--- src/rtl/icdf_pkg.sv ---
`timescale 1ns / 1ps
`default_nettype none

package icdf_pkg;

  localparam int TableDepthDef = 256;
  localparam int CfgResetVal   = 256;

  localparam int IdxW    = 8;
  localparam int CdfW    = 25;
  localparam int EnW     = 24;
  localparam int UniW    = 24;
  localparam int CfgW    = 9;
  localparam int StatW   = 2;
  localparam int InDataW = 88;   // 81 field bits padded to whole bytes
  localparam int InUserW = 1;
  localparam int OutDataW = 24;

  localparam int DivSteps = EnW; // quotient never exceeds the energy step
  localparam int DivCntW  = $clog2(DivSteps);

  typedef enum logic [0:0] {
    CMD_LOAD   = 1'b0,
    CMD_SAMPLE = 1'b1
  } cmd_e;

  typedef enum logic [StatW-1:0] {
    STAT_OK     = 2'd0,
    STAT_REDRAW = 2'd1,
    STAT_ABOVE  = 2'd2
  } status_e;

  typedef enum logic [2:0] {
    ST_IDLE,
    ST_FIRST,
    ST_SCAN,
    ST_MUL,
    ST_DIV,
    ST_DONE
  } state_e;

  typedef struct packed {
    logic    wr_en;
    logic    start;
    logic    advance;
    logic    capture;
    logic    mul;
    logic    div_step;
    logic    out_load;
    status_e out_status;
  } dp_cmd_t;

  typedef struct packed {
    logic redraw;
    logic hit;
    logic last;
    logic div_done;
  } dp_stat_t;

endpackage

`default_nettype wire

--- src/rtl/icdf_ctrl.sv ---
`timescale 1ns / 1ps
`default_nettype none

module icdf_ctrl (
  input  wire logic               clk_i,
  input  wire logic               rst_ni,
  input  wire logic               s_valid_i,
  input  wire logic               s_cmd_i,
  output logic                    s_ready_o,
  input  wire logic               m_ready_i,
  output logic                    m_valid_o,
  output icdf_pkg::dp_cmd_t       cmd_o,
  input  wire icdf_pkg::dp_stat_t stat_i
);

  icdf_pkg::state_e  state_q, state_d;
  icdf_pkg::status_e res_q, res_d;
  logic              out_valid_q, out_valid_d;
  logic              out_free;
  logic              accept;

  assign s_ready_o = (state_q == icdf_pkg::ST_IDLE);
  assign accept    = s_valid_i & s_ready_o;
  assign out_free  = ~out_valid_q | m_ready_i;
  assign m_valid_o = out_valid_q;

  always_comb begin
    state_d = state_q;
    unique case (state_q)
      icdf_pkg::ST_IDLE: begin
        if (accept && (s_cmd_i == icdf_pkg::CMD_SAMPLE)) begin
          state_d = icdf_pkg::ST_FIRST;
        end
      end
      icdf_pkg::ST_FIRST: begin
        state_d = stat_i.redraw ? icdf_pkg::ST_DONE : icdf_pkg::ST_SCAN;
      end
      icdf_pkg::ST_SCAN: begin
        if (stat_i.hit) begin
          state_d = icdf_pkg::ST_MUL;
        end else if (stat_i.last) begin
          state_d = icdf_pkg::ST_DONE;
        end
      end
      icdf_pkg::ST_MUL: state_d = icdf_pkg::ST_DIV;
      icdf_pkg::ST_DIV: begin
        if (stat_i.div_done) begin
          state_d = icdf_pkg::ST_DONE;
        end
      end
      icdf_pkg::ST_DONE: begin
        if (out_free) begin
          state_d = icdf_pkg::ST_IDLE;
        end
      end
      default: state_d = icdf_pkg::ST_IDLE;
    endcase
  end

  always_comb begin
    cmd_o            = '0;
    cmd_o.out_status = res_q;
    res_d            = res_q;
    unique case (state_q)
      icdf_pkg::ST_IDLE: begin
        cmd_o.wr_en = accept & (s_cmd_i == icdf_pkg::CMD_LOAD);
        cmd_o.start = accept & (s_cmd_i == icdf_pkg::CMD_SAMPLE);
      end
      icdf_pkg::ST_FIRST: begin
        if (stat_i.redraw) begin
          res_d = icdf_pkg::STAT_REDRAW;
        end else begin
          cmd_o.advance = 1'b1;
        end
      end
      icdf_pkg::ST_SCAN: begin
        if (stat_i.hit) begin
          cmd_o.capture = 1'b1;
        end else begin
          cmd_o.advance = 1'b1;
          if (stat_i.last) begin
            res_d = icdf_pkg::STAT_ABOVE;
          end
        end
      end
      icdf_pkg::ST_MUL: cmd_o.mul = 1'b1;
      icdf_pkg::ST_DIV: begin
        cmd_o.div_step = 1'b1;
        if (stat_i.div_done) begin
          res_d = icdf_pkg::STAT_OK;
        end
      end
      icdf_pkg::ST_DONE: cmd_o.out_load = out_free;
      default: ;
    endcase
  end

  always_comb begin
    out_valid_d = out_valid_q;
    if (cmd_o.out_load) begin
      out_valid_d = 1'b1;
    end else if (m_ready_i) begin
      out_valid_d = 1'b0;
    end
  end

  always_ff @(posedge clk_i or negedge rst_ni) begin
    if (!rst_ni) begin
      state_q     <= icdf_pkg::ST_IDLE;
      res_q       <= icdf_pkg::STAT_OK;
      out_valid_q <= 1'b0;
    end else begin
      state_q     <= state_d;
      res_q       <= res_d;
      out_valid_q <= out_valid_d;
    end
  end

endmodule

`default_nettype wire

--- config.mk ---
export PLATFORM = sky130hd
export DESIGN_NAME = icdf_ctrl
export DESIGN_NICKNAME = d
export VERILOG_FILES = /design/src/rtl/icdf_pkg.sv /design/src/rtl/icdf_ctrl.sv
export SDC_FILE = /design/constraint.sdc
export NUM_CORES = 1
export LEC_CHECK = 0
export BUFFER_PORTS_ARGS = -buffer_cell sky130_fd_sc_hd__buf_2
export CORE_AREA = 2 2 39 41
export DETAILED_ROUTE_END_ITERATION = 10
export DIE_AREA = 0 0 41 43
export PLACE_DENSITY_LB_ADDON = 0.3
export SLEW_MARGIN = 5
export SYNTH_ARGS = -nofsm -noshare
export SYNTH_HDL_FRONTEND = slang
export SYNTH_SLANG_ARGS = --single-unit
--- constraint.sdc ---
create_clock -name clk_i -period 3.85 [get_ports clk_i]
set_input_delay 0.5775 -clock clk_i [delete_from_list [all_inputs] [get_ports clk_i]]
set_output_delay 0.5775 -clock clk_i [all_outputs]
set_load 0.01 [all_outputs]
==> impl_results.md <==
- Skew final: 2.99 ps
- CP max FO: 16
- Initial Util: 32.2%
- Core area: 0.00138 mm²
- Fill count: 166
- Family with the most delay on the worst path: flip-flops
- Initial antenna violation count: 0
- Top cell type by total area after synthesis: dfrtp_1
- Fmax: 0.482 GHz
- GRT Overall Usage: 12.7%
- Synthesized area: 445 µm²
- Cells after Synth: 56
- Clk Latency, worst-skew pair: 240 ps
- PortBufs: 19
- Slowest stage cell, crit path: dfrtp_1
- Drt initial violations: 7
- Syn-to-layout area delta: 25.8%
- CTS clk-pin slew, worst paths: 40 ps
- Status: finished clean
- Final cycle utilization of the critical path: 53.9%
- Die height: 43 µm
- CTS tree: done
- Vias in the first global route: 394
- Max-Cap Viols: 0
- Routed vias: 434
- Vias/cell: 4.82
- WP buf/inv: 1
- RSZ-0062 raised after global routing: false
- FF+latch area: 150 µm²
- Mapped Nets: 65
- Row cnt: 14
- Drt first pass iters: 4
- Distinct cell type count after synthesis: 23
- # setup viols final: 0
- Sink Count: 6
- Largest net degree at the start of global routing: 17
- Top-area cell type share of the netlist area: 33.7%
- CTS Buf Count: 3
- DRT Wirelength: 941 µm
- CP arrival: 1500 ps
- # DRC: 0
- Worst slew pin tran: 404 ps
- Internal power: 242 µW
- Die ar.: 0.00176 mm²
- Share of layout cells above drive strength 1: 33.8%
- Multi-input logic area: 265 µm²
- # H-tree levels: 1
- Cells taking the most area after synthesis: dfrtp_1 34%, nand2_1 5.9%, a21oi_1 5.6%, o21ai_0 5.6%, and3_1 4.2%
- Final hold violation count: 0
- Min Clock Period, post-route: 2070 ps
- Slew Limit Fails: 0
- Total congestion overflow: 0
- Die X: 41 µm
- CP endpoint kind: primary output
- WL/cell: 10.5 µm
- Synthesized area per cell: 7.95 µm²
- Rel. slew slack: 73.1%
- Setup TNS: 0 ps
- Req. time, crit path: 3270 ps
- Clock share of power: 12.7%
- Clock root buffer master: clkbuf_4
- Switching share of power: 43.5%
- Clock Path Buffers: 2
- Setup bufs post-CTS: 0
- I/O Pins: 20
- Hold Path Class: primary input to asynchronous set/reset pin
- Nets: 85
- Critical Path, Cell by Cell: or3b_1, a21oi_1, buf_2
- Antenna-violating nets left: 0
- Cts repair resizes: 0
- Worst path depth: 3
- Power density cells: 763 mW/mm²
- YS warnings: 0
- First-pass GRT wire length: 1.49 mm
- Commonest cells after routing, fill and taps aside: 19 x buf_2, 7 x nand2_1, 6 x dfrtp_1
- Pleak: 0.000302 µW
- Critical path's largest stage delay: 520 ps
- Reg power frac: 35.0%
- Diode count: 0
- Most common cell after layout, fill and taps aside: buf_2
- Combinational cell fraction of total power: 52.3%
- Startpoint Class: register
- Register area share after synthesis: 33.7%
- GP Congestion: 0.698
- Worst vdd ir: 0.263 mV
- Crit Path Category: register to primary output
- Core Util, Final: 40.5%
- R2R depth: 4
- Sw Pwr: 186 µW
- Synth Register Bits: 6
- CTS Hold Bufs: 0
==> power by group through the flow <==
stage | combinational [µW] | clock, µW | sequential, µW
5_1_grt | 252 | 59.7 | 160
3_5_place_dp | 227 | 0 | 151
2_1_floorplan | 195 | 0 | 120
4_1_cts | 228 | 57.8 | 150
6_report | 224 | 54.3 | 150
3_3_place_gp | 226 | 0 | 150
==> path summary, 6_finish.rpt <==
check,end,from,slack [ps]
max,cmd_o[6],state_q[0],1780
max in group asynchronous,state_q[0],rst_ni,3560
max reg2reg,res_q[1],state_q[1],2320
min in group clk_i,res_q[0],res_q[0],480
min reg2reg,res_q[0],res_q[0],480
min,res_q[0],rst_ni,150
==> sequential cells by signal (all words and copies together), names as in the netlist <==
name       cells
state_q        3
res_q          2
m_valid_o      1
==> synth_stat cells <==
library cell and instances:
dfrtp_1 6, or2b_1 1, buf_4 1, nor2b_1 1, nor3b_1 2, and3_1 3, o211ai_1 2, o21ai_0 5
a21oi_1 5, nand2b_1 3, mux2i_1 1, nand3b_1 1, inv_1 2, and3b_1 2, buf_2 3, nor3_1 1
nand2_1 7, nor2_1 5, a21o_1 1, and2b_4 1, or3b_1 1, o32ai_2 1, nor2_2 1
==> layout make-up <==
type,count,share of cell area (%)
multi-input cells,44,47.3
flip-flops and latches,6,26.8
repair buffers,19,17.0
clock buffers,3,4.02
well taps,16,3.57
inverters,2,1.34
==> kinds of logic after synthesis <==
| logic type | Yosys count | synth area share [%] |
|---|---|---|
| AND/OR/NAND/NOR | 29 | 37.4 |
| buffers and inverters | 6 | 6.74 |
| AO/OA/AOI/OAI | 14 | 19.9 |
| multiplexers | 1 | 2.25 |
| flip-flops | 6 | 33.7 |
==> per-layer routing <==
metal	part of all wire, %	track usage, %
met3	7.0	2.09
met1	44	15.2
met4	0	10.0
met5	0	0
met2	49	18.8
==> metrics by stage <==
step / std cells / hold WS, ps / instance area (µm²) / setup WS, ps / power (µW)
floorplan: 56 / 282 / 445 / 2090 / 316
global placement: 87 / 404 / 538 / 1940 / 376
detailed placement: 87 / 406 / 538 / 1920 / 378
CTS: 90 / 145 / 561 / 1770 / 436
global route: 90 / 155 / 561 / 1680 / 472
finish: 90 / 151 / 561 / 1780 / 428
(Power assumes the default switching activity.)
